`config.mk`:
```
export PLATFORM = sky130hd
export DESIGN_NAME = websocket_frame_deframer_core
export DESIGN_NICKNAME = d
export VERILOG_FILES = /design/src/sv/wsd_pkg.sv /design/src/sv/wsd_front.sv /design/src/sv/wsd_queue.sv /design/src/sv/wsd_back.sv /design/src/sv/websocket_frame_deframer_core.sv
export SDC_FILE = /design/constraint.sdc
export NUM_CORES = 1
export LEC_CHECK = 0
export BUFFER_PORTS_ARGS = -buffer_cell sky130_fd_sc_hd__buf_2
export CAP_MARGIN = 20
export CELL_PAD_IN_SITES_DETAIL_PLACEMENT = 2
export CELL_PAD_IN_SITES_GLOBAL_PLACEMENT = 2
export CORE_UTILIZATION = 40
export DETAILED_ROUTE_END_ITERATION = 6
export GPL_ROUTABILITY_DRIVEN = 0
export PLACE_DENSITY = 0.89
export SETUP_SLACK_MARGIN = 0.2
export SYNTH_ARGS = -nofsm -noshare
export SYNTH_HDL_FRONTEND = slang
export SYNTH_SLANG_ARGS = --single-unit
```
`constraint.sdc`:
```
create_clock -name clk_i -period 5.45 [get_ports clk_i]
set_input_delay 0.2725 -clock clk_i [delete_from_list [all_inputs] [get_ports clk_i]]
set_output_delay 0.2725 -clock clk_i [all_outputs]
set_load 0.05 [all_outputs]
```
`src/sv/wsd_pkg.sv`:
```
`timescale 1ns / 1ps

package wsd_pkg;

  // Header decode phases, one-hot
  typedef enum logic [4:0] {
    PH_HDR0    = 5'b00001,
    PH_HDR1    = 5'b00010,
    PH_EXTLEN  = 5'b00100,
    PH_MASK    = 5'b01000,
    PH_PAYLOAD = 5'b10000
  } phase_e;

  // Length codes and field masks of the second header byte
  localparam logic [7:0] MaskFlagBit = 8'h80;
  localparam logic [7:0] Len7Mask    = 8'h7F;
  localparam logic [6:0] Len7Ext16   = 7'd126;
  localparam logic [6:0] Len7Ext64   = 7'd127;

  // Byte counts of the extended length and key fields
  localparam logic [3:0] Ext16Bytes  = 4'd2;
  localparam logic [3:0] Ext64Bytes  = 4'd8;
  localparam logic [3:0] KeyBytes    = 4'd4;

  // Result queue between front and back
  localparam int unsigned QDepth   = 2;
  localparam int unsigned QPtrW    = (QDepth > 1) ? $clog2(QDepth) : 1;
  localparam int unsigned QCountW  = $clog2(QDepth + 1);

  // One classified result beat: raw byte plus the key byte to apply
  typedef struct packed {
    logic [7:0] data;
    logic [7:0] key;
    logic       last;
    logic       empty;
  } q_entry_t;

  // Queue status seen by both sides
  typedef struct packed {
    logic full;
    logic empty;
  } q_status_t;

endpackage

```
`src/sv/wsd_front.sv`:
```
`timescale 1ns / 1ps

module wsd_front (
  input  logic               clk_i,
  input  logic               rst_ni,
  input  logic               in_valid_i,
  output logic               in_ready_o,
  input  logic [7:0]         in_byte_i,
  input  wsd_pkg::q_status_t q_status_i,
  output logic               q_push_o,
  output wsd_pkg::q_entry_t  q_entry_o
);
  import wsd_pkg::*;

  phase_e      phase_q, phase_d;
  logic [3:0]  ext_left_q, ext_left_d;
  logic [63:0] remain_q, remain_d;
  logic [31:0] key_q, key_d;
  logic        mask_on_q, mask_on_d;
  logic [1:0]  key_idx_q, key_idx_d;

  logic        accept;
  logic        emit;
  q_entry_t    entry;
  logic [6:0]  len7;
  logic [63:0] ext_len;
  logic [63:0] remain_dec;
  logic [7:0]  key_byte;

  // Always leave room for a result, so no byte waits on its own classification
  assign in_ready_o = !q_status_i.full;
  assign accept     = in_valid_i && in_ready_o;

  assign len7       = in_byte_i[6:0] & Len7Mask[6:0];
  assign ext_len    = {remain_q[55:0], in_byte_i};
  assign remain_dec = remain_q - 64'd1;

  // Key byte for the next payload beat, first key byte in the top bits
  always_comb begin
    unique case (key_idx_q)
      2'd0:    key_byte = key_q[31:24];
      2'd1:    key_byte = key_q[23:16];
      2'd2:    key_byte = key_q[15:8];
      default: key_byte = key_q[7:0];
    endcase
  end

  // Header parse and payload classification
  always_comb begin
    phase_d    = phase_q;
    ext_left_d = ext_left_q;
    remain_d   = remain_q;
    key_d      = key_q;
    mask_on_d  = mask_on_q;
    key_idx_d  = key_idx_q;
    emit       = 1'b0;
    entry      = '0;

    unique case (phase_q)
      PH_HDR1: begin
        mask_on_d = (in_byte_i & MaskFlagBit) != 8'h00;
        remain_d  = '0;
        if (len7 == Len7Ext16) begin
          ext_left_d = Ext16Bytes;
          phase_d    = PH_EXTLEN;
        end else if (len7 == Len7Ext64) begin
          ext_left_d = Ext64Bytes;
          phase_d    = PH_EXTLEN;
        end else begin
          remain_d  = {57'd0, len7};
          key_idx_d = '0;
          if (mask_on_d) begin
            ext_left_d = KeyBytes;
            phase_d    = PH_MASK;
          end else if (len7 == 7'd0) begin
            phase_d     = PH_HDR0;
            emit        = 1'b1;
            entry.last  = 1'b1;
            entry.empty = 1'b1;
          end else begin
            phase_d = PH_PAYLOAD;
          end
        end
      end
      PH_EXTLEN: begin
        remain_d   = ext_len;
        ext_left_d = ext_left_q - 4'd1;
        if (ext_left_d == 4'd0) begin
          key_idx_d = '0;
          if (mask_on_q) begin
            ext_left_d = KeyBytes;
            phase_d    = PH_MASK;
          end else if (ext_len == 64'd0) begin
            phase_d     = PH_HDR0;
            emit        = 1'b1;
            entry.last  = 1'b1;
            entry.empty = 1'b1;
          end else begin
            phase_d = PH_PAYLOAD;
          end
        end
      end
      PH_MASK: begin
        key_d      = {key_q[23:0], in_byte_i};
        ext_left_d = ext_left_q - 4'd1;
        if (ext_left_d == 4'd0) begin
          key_idx_d = '0;
          if (remain_q == 64'd0) begin
            phase_d     = PH_HDR0;
            emit        = 1'b1;
            entry.last  = 1'b1;
            entry.empty = 1'b1;
          end else begin
            phase_d = PH_PAYLOAD;
          end
        end
      end
      PH_PAYLOAD: begin
        key_idx_d  = key_idx_q + 2'd1;
        remain_d   = remain_dec;
        emit       = 1'b1;
        entry.data = in_byte_i;
        entry.key  = mask_on_q ? key_byte : 8'h00;
        entry.last = (remain_dec == 64'd0);
        if (entry.last) begin
          phase_d = PH_HDR0;
        end
      end
      default: begin
        // First header byte, and any unused code: skip it
        phase_d = PH_HDR1;
      end
    endcase
  end

  // Control state
  always_ff @(posedge clk_i or negedge rst_ni) begin
    if (!rst_ni) begin
      phase_q    <= PH_HDR0;
      ext_left_q <= '0;
      remain_q   <= '0;
      key_q      <= '0;
      mask_on_q  <= 1'b0;
      key_idx_q  <= '0;
    end else if (accept) begin
      phase_q    <= phase_d;
      ext_left_q <= ext_left_d;
      remain_q   <= remain_d;
      key_q      <= key_d;
      mask_on_q  <= mask_on_d;
      key_idx_q  <= key_idx_d;
    end
  end

  assign q_push_o  = accept && emit;
  assign q_entry_o = entry;

endmodule

```
`src/sv/wsd_queue.sv`:
```
`timescale 1ns / 1ps

module wsd_queue (
  input  logic               clk_i,
  input  logic               rst_ni,
  input  logic               push_i,
  input  wsd_pkg::q_entry_t  push_entry_i,
  input  logic               pop_i,
  output wsd_pkg::q_entry_t  head_o,
  output wsd_pkg::q_status_t status_o
);
  import wsd_pkg::*;

  q_entry_t             mem_q [QDepth];
  logic [QPtrW-1:0]     wr_ptr_q, rd_ptr_q;
  logic [QCountW-1:0]   count_q;
  logic                 do_push, do_pop;

  assign status_o.full  = (count_q == QCountW'(QDepth));
  assign status_o.empty = (count_q == '0);

  assign do_push = push_i && !status_o.full;
  assign do_pop  = pop_i && !status_o.empty;

  assign head_o = mem_q[rd_ptr_q];

  // Storage, no reset needed
  always_ff @(posedge clk_i) begin
    if (do_push) begin
      mem_q[wr_ptr_q] <= push_entry_i;
    end
  end

  // Pointers and fill count
  always_ff @(posedge clk_i or negedge rst_ni) begin
    if (!rst_ni) begin
      wr_ptr_q <= '0;
      rd_ptr_q <= '0;
      count_q  <= '0;
    end else begin
      if (do_push) begin
        wr_ptr_q <= (wr_ptr_q == QPtrW'(QDepth - 1)) ? '0 : wr_ptr_q + QPtrW'(1);
      end
      if (do_pop) begin
        rd_ptr_q <= (rd_ptr_q == QPtrW'(QDepth - 1)) ? '0 : rd_ptr_q + QPtrW'(1);
      end
      if (do_push && !do_pop) begin
        count_q <= count_q + QCountW'(1);
      end else if (do_pop && !do_push) begin
        count_q <= count_q - QCountW'(1);
      end
    end
  end

endmodule

```
`src/sv/wsd_back.sv`:
```
`timescale 1ns / 1ps

module wsd_back (
  input  logic               clk_i,
  input  logic               rst_ni,
  input  wsd_pkg::q_entry_t  head_i,
  input  wsd_pkg::q_status_t q_status_i,
  output logic               pop_o,
  output logic               out_valid_o,
  input  logic               out_ready_i,
  output logic [7:0]         data_byte_o,
  output logic               frame_end_o,
  output logic               empty_frame_o
);
  import wsd_pkg::*;

  logic       valid_q;
  logic [7:0] data_q;
  logic       end_q;
  logic       empty_q;

  // Load the output register whenever it is free or being drained
  assign pop_o = !q_status_i.empty && (!valid_q || out_ready_i);

  always_ff @(posedge clk_i or negedge rst_ni) begin
    if (!rst_ni) begin
      valid_q <= 1'b0;
    end else if (pop_o) begin
      valid_q <= 1'b1;
    end else if (out_ready_i) begin
      valid_q <= 1'b0;
    end
  end

  // Unmask on the way out
  always_ff @(posedge clk_i) begin
    if (pop_o) begin
      data_q  <= head_i.data ^ head_i.key;
      end_q   <= head_i.last;
      empty_q <= head_i.empty;
    end
  end

  assign out_valid_o   = valid_q;
  assign data_byte_o   = data_q;
  assign frame_end_o   = end_q;
  assign empty_frame_o = empty_q;

endmodule

```
`src/sv/websocket_frame_deframer_core.sv`:
```
`timescale 1ns / 1ps
// A payload or empty-frame beat is parsed and pushed into the result queue in the cycle its byte
// is accepted, then unmasked from the queue head into the output register, which drives the output.
// Throughput: one byte per cycle; the front stalls only when the two-entry result queue fills.
// Header bytes produce no output beat, except the last header byte of a zero-length frame.
// Reset (rst_ni low, asynchronous): parser back to the first header byte, queue and output empty.

module websocket_frame_deframer_core (
  input  logic       clk_i,
  input  logic       rst_ni,
  input  logic       in_valid_i,
  output logic       in_ready_o,
  input  logic [7:0] in_byte_i,
  output logic       out_valid_o,
  input  logic       out_ready_i,
  output logic [7:0] data_byte_o,
  output logic       frame_end_o,
  output logic       empty_frame_o
);
  import wsd_pkg::*;

  logic      q_push;
  q_entry_t  q_in;
  q_entry_t  q_head;
  logic      q_pop;
  q_status_t q_status;

  // Header parse and byte classification
  wsd_front u_front (
    .clk_i      (clk_i),
    .rst_ni     (rst_ni),
    .in_valid_i (in_valid_i),
    .in_ready_o (in_ready_o),
    .in_byte_i  (in_byte_i),
    .q_status_i (q_status),
    .q_push_o   (q_push),
    .q_entry_o  (q_in)
  );

  // Decoupling queue
  wsd_queue u_queue (
    .clk_i        (clk_i),
    .rst_ni       (rst_ni),
    .push_i       (q_push),
    .push_entry_i (q_in),
    .pop_i        (q_pop),
    .head_o       (q_head),
    .status_o     (q_status)
  );

  // Unmask and output register
  wsd_back u_back (
    .clk_i         (clk_i),
    .rst_ni        (rst_ni),
    .head_i        (q_head),
    .q_status_i    (q_status),
    .pop_o         (q_pop),
    .out_valid_o   (out_valid_o),
    .out_ready_i   (out_ready_i),
    .data_byte_o   (data_byte_o),
    .frame_end_o   (frame_end_o),
    .empty_frame_o (empty_frame_o)
  );

  // Front never pushes into a full queue
  a_no_push_full: assert property (@(posedge clk_i) disable iff (!rst_ni)
    q_push |-> !q_status.full)
    else $error("result pushed into full queue");

  // Back never pops an empty queue
  a_no_pop_empty: assert property (@(posedge clk_i) disable iff (!rst_ni)
    q_pop |-> !q_status.empty)
    else $error("pop from empty queue");

  // An empty-frame beat closes its frame and carries a zero byte
  a_empty_beat: assert property (@(posedge clk_i) disable iff (!rst_ni)
    (out_valid_o && empty_frame_o) |-> (frame_end_o && data_byte_o == 8'h00))
    else $error("malformed empty-frame beat");

endmodule
```
==> parameters.txt, run 1 <==
Parameter                              Value

Clock tree
  Later-pin clock latency in the skew report    approximately 460 ps
  TritonCTS clock tree    done
  Post-CTS setup repair buffer count    0
  Master cell of the clock root buffer    sky130_fd_sc_hd__clkbuf_16
  Count of instances resized after the clock tree is built    0
  Total number of H-tree levels    4
  Clock sinks    roughly 160
  Clk slew on worst S/H paths    ~80 ps
  Total clock buffers created by CTS    17
  Maximum number of buffers from clock root to sink    2

Layout
  Share of cells above drive strength 1    about an eighth
  Fill count    around 2300
  Post-layout util    between 40 and 50%
  Growth of design area from synthesis to finish    9.93%
  Number of antenna diodes    0
  Post-layout nets    between 900 and 1000
  Final Instance Count excl. Fillers    1265

Detailed routing
  WL per Instance    between 20 and 30 um
  Drt pass-1 iters    7
  # DRC    1
  Iteration-0 DRC count of the detailed router    a little under 700
  Total via count in the routed design    between 8000 and 9000
  Antenna violation net count after detailed routing    0
  Total detailed-routing wirelength    between 30000 and 40000 um
  Vias per std cell    between 6 and 7

Synthesis
  Cells taking the most area after synthesis    sky130_fd_sc_hd__dfrtp_1, sky130_fd_sc_hd__edfxtp_1, sky130_fd_sc_hd__o21ai_0
  Primary flip-flop cell chosen by synthesis mapping    sky130_fd_sc_hd__dfrtp_1
  Net Count, Synth    between 1000 and 1500
  Count of different cell masters after synthesis    a little under 70
  Seq/Total Area, Yosys    between 40% and 50%
  Synthesized instance count    995
  Leading cell type by number of instances after synthesis    sky130_fd_sc_hd__o21ai_0
  Area of the mapped netlist    a little over 9000 um^2
  Top cell type's share of synthesized area    30.8%
  Post-Syn Area per Cell    just over 9 um^2
  YS warnings    0
  Share of synthesized flip-flops with an asynchronous set or reset    a little under three quarters
  Number of flops mapped to enable cells by yosys    between 40 and 50
  Biggest area consumer among synthesized cells    sky130_fd_sc_hd__dfrtp_1
  Post-synthesis register bit count    approximately 160
  Most numerous cell types in the synthesized netlist    sky130_fd_sc_hd__o21ai_0, sky130_fd_sc_hd__dfrtp_1, sky130_fd_sc_hd__nor2_1

Place
  Placed cells    roughly 1200
  Post-DP HPWL    roughly 24000 um
  Quantity of I/O buffers inserted on ports    23

Floorplan
  Die footprint    between 20000 and 25000 um^2
  Die width    approximately 150 um
  Initial core utilization    approximately two fifths
  Die Ht    ~150 um
  IO Count    24
  Standard-cell row count    54
  Core region area    ~22000 um^2

Timing
  Final-report max-slew violation count    0
  Relative slew slack    36.6%
  Worst-case hold slack    ~140 ps
  Worst slew pin tran    951 ps
  Maximum clock frequency    roughly 0.22 GHz
  Summed negative setup slack over all endpoints    0 ps
  Final period util    83.8%
  Maximum clock skew at final layout    approximately 12 ps
  Final hold viol count    0
  Final setup vio count    0
  RSZ-0062 raised after global routing    false
  Crit path time final    between 4000 and 5000 ps

Global routing
  Via count of the first global-routing pass    roughly 9000
  Number of antenna violations at the first check in global routing    0
  Grt ovf    0
  Global-route wire length before repair    roughly 56000 um
  Largest net degree at the start of global routing    91
  GR Util All Layers    a little under a third

Power
  Pleak    around 3.9 nW
  Power density normalized to cell area    404 nW/um^2
  Max VDD drop    approximately 0.00017 V
  Internal power    about 2.4 mW
  Switching share of power    41.1%
  Power share of the combinational group    26.0%
  Switching power    1.66 mW
  Clock network fraction of total power    around a third
  Fraction of power consumed by sequential logic    a little over two fifths

Status
  Result of the run    complete, but fails checks
  Failing checks    DRC

Worst hold path
  Tightest Hold Check Type    input port to flop

Setup path
  Critical path class    flop to flop
  Critical path endpoint category    flop
  Arrival time of the worst setup path    4640 ps
  Data required time at the worst endpoint    around 5500 ps
  Critical path launch point type    flop
  Largest driver fanout on the critical path    18

Run
  Reported max-cap violation count    0
kinds of logic after synthesis:
family | synth area share (%)
simple gates | 21.1
compound gates | 18.4
flops | 46.3
buf+inv | 4.17
xor+xnor | 4.24
mux | 4.62
fa+ha+maj | 1.24
metal layers:
layer | share of wire [%] | wire length [um] | global-route usage, %
met1 | 40 | 14200 | 37.2
met2 | 52 | 18600 | 56.4
met3 | 4.6 | 1660 | 4.78
met4 | 3.8 | 1360 | 14.4
met5 | 0 | 0 | 0
layout make-up:
class	count	area [um^2]	area share (%)
Clock inverter	15	209	2.09
Sequential cell	159	4210	42.1
Timing Repair Buffer	34	203	2.03
Tap cell	280	350	3.50
Clock buffer	17	425	4.25
Inverter	21	78.8	0.788
Multi-Input combinational cell	739	4520	45.2
path summary, 6_finish.rpt:
check / slack [ps] / to / depth (start not counted) / startpoint
worst max-delay path: 880 / u_queue.mem_q[1][2] / 7 / u_front.remain_q[42]
worst min-delay path: 140 / u_back.out_valid_o / 3 / out_ready_i
worst max register to register: 880 / u_queue.mem_q[1][2] / 7 / u_front.remain_q[42]
worst min register to register: 530 / u_front.key_q[27] / 1 / u_front.key_q[27]
max in group asynchronous: 3560 / u_front.remain_q[60] / 3 / rst_ni
min in group asynchronous: 440 / u_front.key_q[18] / 2 / rst_ni
timing repair:
item	CTS	global route
endpoints found under the hold margin	53	0
hold buffers	1	0
endpoints found under the setup margin	0	0
metrics by stage:
step | total power, mW | setup WS [ps] | instance area [um^2]
after detailed placement | 2.75 | 932 | 9350
after CTS | 4.05 | 875 | 10000
after floorplan | 2.35 | 1550 | 9090
after global routing | 4.18 | 714 | 10000
final | 4.04 | 881 | 10000
after global placement | 2.63 | 1470 | 9350
cells in the final DEF, fill, tap and decap left out, drive strengths merged, types with 3 or more instances in the layout:
master	instances
nor4b	4
clkinv	10
nor4	47
a32oi	13
or3	16
and2	13
nand3	17
a222oi	8
clkbuf	17
a21oi	64
mux2	37
a22oi	14
ha	9
o31ai	3
nor2	91
inv	26
o21ai	124
nand4	18
a21o	3
and3	4
nand2	90
or4	11
nand3b	6
xor2	21
xnor2	23
o31a	5
or2	6
edfxtp	46
buf	33
o22ai	9
dfrtp	112
a31oi	7
a211oi	4
nand2b	8
nor3	34
state kept, by name (all words and copies together), names as in the netlist:
signal / flops
u_front.ext_left_q: 4
u_front.key_q: 32
u_back.data_byte_o: 8
u_back.out_valid_o: 1
u_back.empty_frame_o: 1
u_queue.rd_ptr_q: 1
u_queue.count_q: 2
u_front.remain_q: 64
u_queue.mem_q: 36
u_front.mask_on_q: 1
u_queue.wr_ptr_q: 1
u_front.phase_q: 5
u_back.frame_end_o: 1
u_front.key_idx_q: 2
critical path, stage by stage, from the launching register on:
cell and delay [ps]:
sky130_fd_sc_hd__dfrtp_1 480, sky130_fd_sc_hd__nor4_1 680, sky130_fd_sc_hd__nand3b_1 380, sky130_fd_sc_hd__or3_1 540, sky130_fd_sc_hd__or4_1 600, sky130_fd_sc_hd__o22ai_1 400
sky130_fd_sc_hd__o21a_1 300, sky130_fd_sc_hd__and2_1 800
power by group through the flow:
stage / logic (mW) / registers, mW / clock network [mW]
detailed placement: 1.02 / 1.73 / 0
CTS: 1.05 / 1.71 / 1.29
global placement: 0.947 / 1.68 / 0
floorplan: 0.621 / 1.72 / 0
finish: 1.05 / 1.72 / 1.28
global route: 1.12 / 1.74 / 1.33
Note: power is estimated with default switching activity, not from simulation.
==> inputs of run 2 (changes only) <==
Clock period 5.45 ns to 4.3 ns, I/O delays scaled along.
==> run 2 against run 1 <==
- the run still ends with DRC left
- critical path depth increased by 4
- global-route usage rose by 0.77 points
- clock skew increased by 7.9 ps
- clock power rose by 27%
- worst setup slack worse by 590 ps
- via count rose by 2.1%
- critical endpoint is now u_front.phase_q[4]
==> parameters.txt, run 2 (synthesis gave the netlist of run 1 again) <==
Parameter                              Value

Layout
  Registers with the most flip-flops    u_front.remain_q (64), u_queue.mem_q (36), u_front.key_q (32)
  Most used cells in the layout excluding fill and tap cells    sky130_fd_sc_hd__o21ai_0, sky130_fd_sc_hd__dfrtp_1, sky130_fd_sc_hd__nor2_1
  Flip-flop count of the largest register after layout    between 60 and 70
  Number of antenna diodes    0
  Growth of design area from synthesis to finish    12.1%
  Reg with most FFs    u_front.remain_q
  Share of cells above drive strength 1    between 10 and 15%
  Post-layout nets    a little over 1000
  Leading cell type in the layout, fill and taps excluded    sky130_fd_sc_hd__o21ai_0

Timing
  Final hold viol count    0
  Summed negative setup slack over all endpoints    0 ps
  RSZ-0062 raised after global routing    false
  Relative slew slack    between 30% and 40%
  Maximum clock skew at final layout    between 20 and 25 ps
  Final period util    between 90% and 100%
  Maximum clock frequency    0.249 GHz
  Final-report max-slew violation count    0
  Final setup vio count    0
  Worst-case hold slack    59.1 ps
  Crit path time final    4010 ps
  Worst slew pin tran    approximately 900 ps

Detailed routing
  Antenna violation net count after detailed routing    0
  Total detailed-routing wirelength    36500 um
  Total via count in the routed design    between 8000 and 9000
  Drt pass-1 iters    7
  Iteration-0 DRC count of the detailed router    between 700 and 800
  # DRC    4
  Vias per std cell    between 6 and 7
  WL per Instance    about 28 um

Setup path
  Critical path's slowest cell    sky130_fd_sc_hd__or4_1
  Cells on worst reg2reg path    11
  Data required time at the worst endpoint    approximately 4600 ps
  Largest driver fanout on the critical path    11
  Critical path class    flop to flop
  Worst setup path startpoint    u_front.remain_q[5]
  Worst setup endpoint    u_front.phase_q[4]
  Critical path endpoint category    flop
  Top Family by Delay on Critical Path    simple AND/OR/NAND/NOR gates
  Longest individual stage delay on the worst path    640 ps
  Origin of the critical flop-to-flop path    u_front.remain_q[5]
  Sum of buffers and inverters on the critical path    2
  Arrival time of the worst setup path    4320 ps
  Setup slack on the worst flop-to-flop path    290 ps
  Critical-path cell list    nor3_1 -> buf_4 -> nand4_1 -> buf_4 -> or4_1 -> o31a_1 -> nor4_1 -> nand4_1 -> a2111oi_4 -> nor2_1 -> a2bb2oi_1
  Crit path depth    11
  Critical path launch point type    flop
  Worst flop-to-flop path endpoint    u_front.phase_q[4]

Global routing
  GR Util All Layers    between 30% and 40%
  Largest net degree at the start of global routing    just over 90
  Global-route wire length before repair    approximately 57000 um
  Number of antenna violations at the first check in global routing    0
  Grt ovf    0
  Via count of the first global-routing pass    about 9400

Power
  Max VDD drop    between 0.0002 and 0.0003 V
  Internal power    slightly above 3 mW
  Pleak    3.97 nW
  Switching share of power    between 40% and 50%
  Power share of the combinational group    around 28%
  Clock network fraction of total power    approximately 31%
  Fraction of power consumed by sequential logic    40.9%
  Power density normalized to cell area    514 nW/um^2
  Switching power    roughly 2.2 mW

Status
  Failing checks    DRC
  Result of the run    complete, but fails checks

Clock tree
  Clk slew on worst S/H paths    roughly 80 ps
  Total clock buffers created by CTS    17
  Total number of H-tree levels    4
  Master cell of the clock root buffer    sky130_fd_sc_hd__clkbuf_16
  Maximum number of buffers from clock root to sink    2
  Post-CTS setup repair buffer count    0
  TritonCTS clock tree    done
  Later-pin clock latency in the skew report    approximately 460 ps
  Clock sinks    roughly 160

Floorplan
  Standard-cell row count    54
  Die footprint    approximately 23000 um^2
  Die width    153 um
  Core region area    roughly 22000 um^2
  Die Ht    153 um
  Initial core utilization    approximately 41%
  IO Count    24

Worst hold path
  Tightest Hold Check Type    input port to flop
  Launch instance of the worst min-delay path    out_ready_i

Run
  Reported max-cap violation count    0

Place
  Quantity of I/O buffers inserted on ports    23
  Post-DP HPWL    roughly 24000 um
## run 2: cell type report
cell class              count  area (um^2)
clock buffers              17          425
clock inverters            15          204
fillers                  2303        11800
inverters                  21         78.8
multi-input cells         739         4580
flip-flops and latches    159         4210
well taps                 280          350
repair buffers             53          345
## run 2: worst min path at each step
| stage | slack (ps) | end | depth (start not counted) |
|---|---|---|---|
| after floorplan | -80 | u_back.out_valid_o | 0 |
| after global placement | 230 | u_front.key_q[5] | 1 |
| after detailed placement | 240 | u_front.key_q[5] | 1 |
| after CTS | 60 | u_back.out_valid_o | 3 |
| after global routing | 90 | u_back.out_valid_o | 3 |
| final | 60 | u_back.out_valid_o | 3 |
## run 2: repair_timing
action | 4_1_cts | 5_1_grt
hold endpoints to repair | 38 | 0
resized for setup | 2 | 7
hold buffers | 1 | 0
endpoints found under the setup margin | 41 | 41
pin swaps | 0 | 0
## run 2: through the flow
| step | setup WS, ps | utilization [%] | total power [mW] | cell area, um^2 | std cells |
|---|---|---|---|---|---|
| 6_report | 289 | 46.3 | 5.24 | 10200 | 1284 |
| 3_5_place_dp | 129 | 43.1 | 3.55 | 9500 | 1251 |
| 4_1_cts | 207 | 46.1 | 5.21 | 10100 | 1284 |
| 3_3_place_gp | 472 | 43.1 | 3.38 | 9500 | 1251 |
| 5_1_grt | 171 | 46.3 | 5.41 | 10200 | 1284 |
| 2_1_floorplan | 396 | - | 2.97 | 9090 | 995 |
## run 2: power groups by stage
| stage | sequential [mW] | combinational [mW] | clock (mW) |
|---|---|---|---|
| 2_1_floorplan | 2.19 | 0.787 | 0 |
| 3_3_place_gp | 2.10 | 1.28 | 0 |
| 3_5_place_dp | 2.16 | 1.39 | 0 |
| 4_1_cts | 2.14 | 1.44 | 1.64 |
| 5_1_grt | 2.17 | 1.56 | 1.68 |
| 6_report | 2.15 | 1.48 | 1.62 |
## run 2: per-layer routing
metal	up-vias	share of wire (%)	global-route usage, %
met5	-	0	0
met2	313	51	56.9
met4	0	3.8	16.0
met1	4485	40	38.5
li1	3671	-	-
met3	98	4.3	4.64
## run 2: worst min-delay path: cells and delay by family
family / cells / cell delay (ps)
buffers and inverters: 1 / 80
and+or+nand+nor: 2 / 180
==> inputs of run 3 (changes only) <==
Settings changed: CORE_UTILIZATION 40 to 41, PLACE_DENSITY 0.89 to 0.9, SYNTH_HIERARCHICAL set to 1.
==> run 3 against run 2 <==
- the run now ends clean
- combinational power grew 81%
- hold slack gained 58 ps
- cell count grew 4.0%
- maximum frequency shrank 2.3%
- sequential power is essentially flat
- largest cell class unchanged
- synthesized cell count grew 3.0%
- clock skew shrank 11 ps
- sequential share of layout area shrank 1.8 points
- critical path type unchanged
- highest routed layer is now met5
- via count grew 11%
- register-to-register slack lost 90 ps
- worst setup slack lost 93 ps
==> parameters.txt, run 3 <==
Parameter                              Value

Status
  Result of the run    complete, no violations

Setup path
  Longest individual stage delay on the worst path    roughly 610 ps
  Critical path class    flop to flop
  Critical-path cell list    nor3_1 -> and4_1 -> buf_4 -> nand2_1 -> or4b_1 -> xor2_1 -> nand4_1 -> nor3_1 -> nand4_1 -> o21ai_2
  Sum of buffers and inverters on the critical path    1
  Data required time at the worst endpoint    between 4000 and 5000 ps
  Top Family by Delay on Critical Path    simple AND/OR/NAND/NOR gates
  Critical path's slowest cell    sky130_fd_sc_hd__or4b_1
  Arrival time of the worst setup path    4330 ps
  Largest driver fanout on the critical path    10
  Setup slack on the worst flop-to-flop path    between 150 and 200 ps
  Critical path launch point type    flop
  Critical path endpoint category    flop

Floorplan
  Die footprint    23800 um^2
  Standard-cell row count    55
  IO Count    24
  Core region area    22600 um^2
  Initial core utilization    a little over two fifths
  Die Ht    about 150 um
  Die width    around 150 um

Synthesis
  Primary flip-flop cell chosen by synthesis mapping    sky130_fd_sc_hd__dfrtp_1
  Leading cell type by number of instances after synthesis    sky130_fd_sc_hd__dfrtp_1
  Area of the mapped netlist    approximately 9500 um^2
  Net Count, Synth    ~1000
  Seq/Total Area, Yosys    ~44%
  Count of different cell masters after synthesis    76
  Share of synthesized flip-flops with an asynchronous set or reset    71.1%
  Number of flops mapped to enable cells by yosys    46
  YS warnings    6
  Post-synthesis register bit count    about 160
  Most numerous cell types in the synthesized netlist    sky130_fd_sc_hd__dfrtp_1, sky130_fd_sc_hd__nor2_1, sky130_fd_sc_hd__o21ai_0
  Top cell type's share of synthesized area    around 30%
  Cells taking the most area after synthesis    sky130_fd_sc_hd__dfrtp_1, sky130_fd_sc_hd__edfxtp_1, sky130_fd_sc_hd__o21ai_0
  Post-Syn Area per Cell    ~9.3 um^2
  Biggest area consumer among synthesized cells    sky130_fd_sc_hd__dfrtp_1
  Synthesized instance count    1025

Timing
  Crit path time final    between 4000 and 5000 ps
  Final hold viol count    0
  Summed negative setup slack over all endpoints    0 ps
  Final-report max-slew violation count    0
  Maximum clock frequency    between 0.2 and 0.25 GHz
  Worst slew pin tran    approximately 1000 ps
  Final period util    95.4%
  Relative slew slack    roughly 34%
  Final setup vio count    0
  RSZ-0062 raised after global routing    false
  Maximum clock skew at final layout    ~9.2 ps

Run
  Reported max-cap violation count    0

Power
  Max VDD drop    around 0.00033 V
  Pleak    between 4 and 5 nW
  Power density normalized to cell area    approximately 600 nW/um^2

Clock tree
  Maximum number of buffers from clock root to sink    2
  Clk slew on worst S/H paths    roughly 70 ps
  Master cell of the clock root buffer    sky130_fd_sc_hd__clkbuf_16
  Clock sinks    between 150 and 200
  Total number of H-tree levels    4
  Later-pin clock latency in the skew report    roughly 460 ps
  TritonCTS clock tree    done
  Total clock buffers created by CTS    17

Worst hold path
  Tightest Hold Check Type    input port to flop

Detailed routing
  Iteration-0 DRC count of the detailed router    around 1000
  WL per Instance    roughly 32 um
  Total via count in the routed design    approximately 9500
  Total detailed-routing wirelength    approximately 43000 um
  Drt pass-1 iters    6
  Antenna violation net count after detailed routing    0
  # DRC    0
  Vias per std cell    a little over 7

Global routing
  Grt ovf    0
  Via count of the first global-routing pass    roughly 10000
  Largest net degree at the start of global routing    103
  GR Util All Layers    between 30% and 40%
  Global-route wire length before repair    ~66000 um
  Number of antenna violations at the first check in global routing    1

Layout
  Flip-flop and latch area    4210 um^2
  Most used cells in the layout excluding fill and tap cells    sky130_fd_sc_hd__dfrtp_1, sky130_fd_sc_hd__nor2_1, sky130_fd_sc_hd__o21ai_0
  Fill count    ~2400
  Reg with most FFs    u_front/remain_q
  Final Instance Count excl. Fillers    approximately 1300
  Leading cell type in the layout, fill and taps excluded    sky130_fd_sc_hd__dfrtp_1
  Flip-flop count of the largest register after layout    between 60 and 70
  Registers with the most flip-flops    u_front/remain_q (64), u_queue/mem_q (36), u_front/key_q (32)
  Footprint of the multi-input gates    between 4000 and 5000 um^2
  Post-layout nets    around 1100
  Share of cells above drive strength 1    between 15 and 20%
  Growth of design area from synthesis to finish    12.2%

Place
  Quantity of I/O buffers inserted on ports    23
  Post-DP HPWL    about 27000 um
  Placed cells    between 1000 and 1500
==> run 3: cell count changes in the layout (fill, tap and decap cells not counted), moves of 6 or more <==
cell	delta
sky130_fd_sc_hd__mux2_4	+8
sky130_fd_sc_hd__inv_1	+9
sky130_fd_sc_hd__nor4_1	-22
sky130_fd_sc_hd__a22oi_1	+14
sky130_fd_sc_hd__nand2_1	-17
sky130_fd_sc_hd__mux2_2	+6
sky130_fd_sc_hd__o21ai_0	-19
sky130_fd_sc_hd__nor2_1	+14
sky130_fd_sc_hd__nand4_1	+7
sky130_fd_sc_hd__nand3_1	+6
sky130_fd_sc_hd__a21oi_1	+7
sky130_fd_sc_hd__nor3_1	+15
==> run 3: timing repair <==
| item | 4_1_cts | 5_1_grt |
|---|---|---|
| hold buffers | 2 | 0 |
| setup buffers | 0 | 4 |
| pin swaps | 0 | 3 |
| gates resized for setup | 3 | 12 |
| endpoints found under the hold margin | 41 | 0 |
| endpoints found under the setup margin | 5 | 23 |
==> run 3: final timing paths <==
path	end	depth (start not counted)	from
max	u_queue/mem_q[1][1]	10	u_front/remain_q[9]
min	u_front/key_q[3]	2	in_byte_i[3]
max reg2reg	u_queue/mem_q[1][1]	10	u_front/remain_q[9]
min reg2reg	u_front/key_q[30]	1	u_front/key_q[30]
max in group asynchronous	u_front/key_idx_q[1]	3	rst_ni
min in group asynchronous	u_front/phase_q[2]	2	rst_ni
==> run 3: report_power, final <==
part           switching [mW]  internal (mW)
registers               0.335           1.80
clock network           0.800          0.786
logic                    1.89          0.787
==> run 3: final cells by class <==
class	instances	share of cell area [%]
clock buffers	18	4.03
inverters	30	1.06
diodes	1	0.0235
flip-flops and latches	159	39.5
clock inverters	14	1.53
repair buffers	58	3.74
multi-input cells	771	46.8
well taps	285	3.35
==> run 3: routing by layer <==
layer  track usage [%]  vias to the layer above  share of wire [%]
li1                  -                     3825                  -
met1              46.2                     4826                 39
met2              59.7                      632                 47
met3              8.23                      198                8.0
met4              20.9                        2                5.7
met5                 0                        -              0.028
==> run 3: cell families (layout without fill, tap and decap cells) <==
logic type	count (synthesis)	after routing	synth area share, %
simple gates	390	390	21.8
compound gates	274	274	17.6
flops	159	159	44.4
buf+inv	95	120	4.24
mux	51	51	6.41
xor+xnor	46	46	4.24
fa+ha+maj	10	10	1.32
other cells	0	1	0
==> run 3: worst reg2reg max path: stages (launching register included) <==
cell,delay (ps)
sky130_fd_sc_hd__dfrtp_1,490
sky130_fd_sc_hd__nor3_1,490
sky130_fd_sc_hd__and4_1,320
sky130_fd_sc_hd__buf_4,220
sky130_fd_sc_hd__nand2_1,290
sky130_fd_sc_hd__or4b_1,610
sky130_fd_sc_hd__xor2_1,350
sky130_fd_sc_hd__nand4_1,200
sky130_fd_sc_hd__nor3_1,330
sky130_fd_sc_hd__nand4_1,220
sky130_fd_sc_hd__o21ai_2,370
==> run 3: per-stage QoR <==
step | utilization (%) | instance area, um^2 | worst slack (ps) | power (mW) | hold slack [ps]
after detailed placement | 43.9 | 9940 | 328 | 4.57 | 289
after floorplan | - | 9490 | 472 | 3.70 | -80.6
after global placement | 43.9 | 9940 | 739 | 4.35 | 274
final | 47.0 | 10700 | 196 | 6.40 | 117
after CTS | 46.7 | 10600 | 207 | 6.29 | 105
after global routing | 47.0 | 10600 | 186 | 6.59 | 111
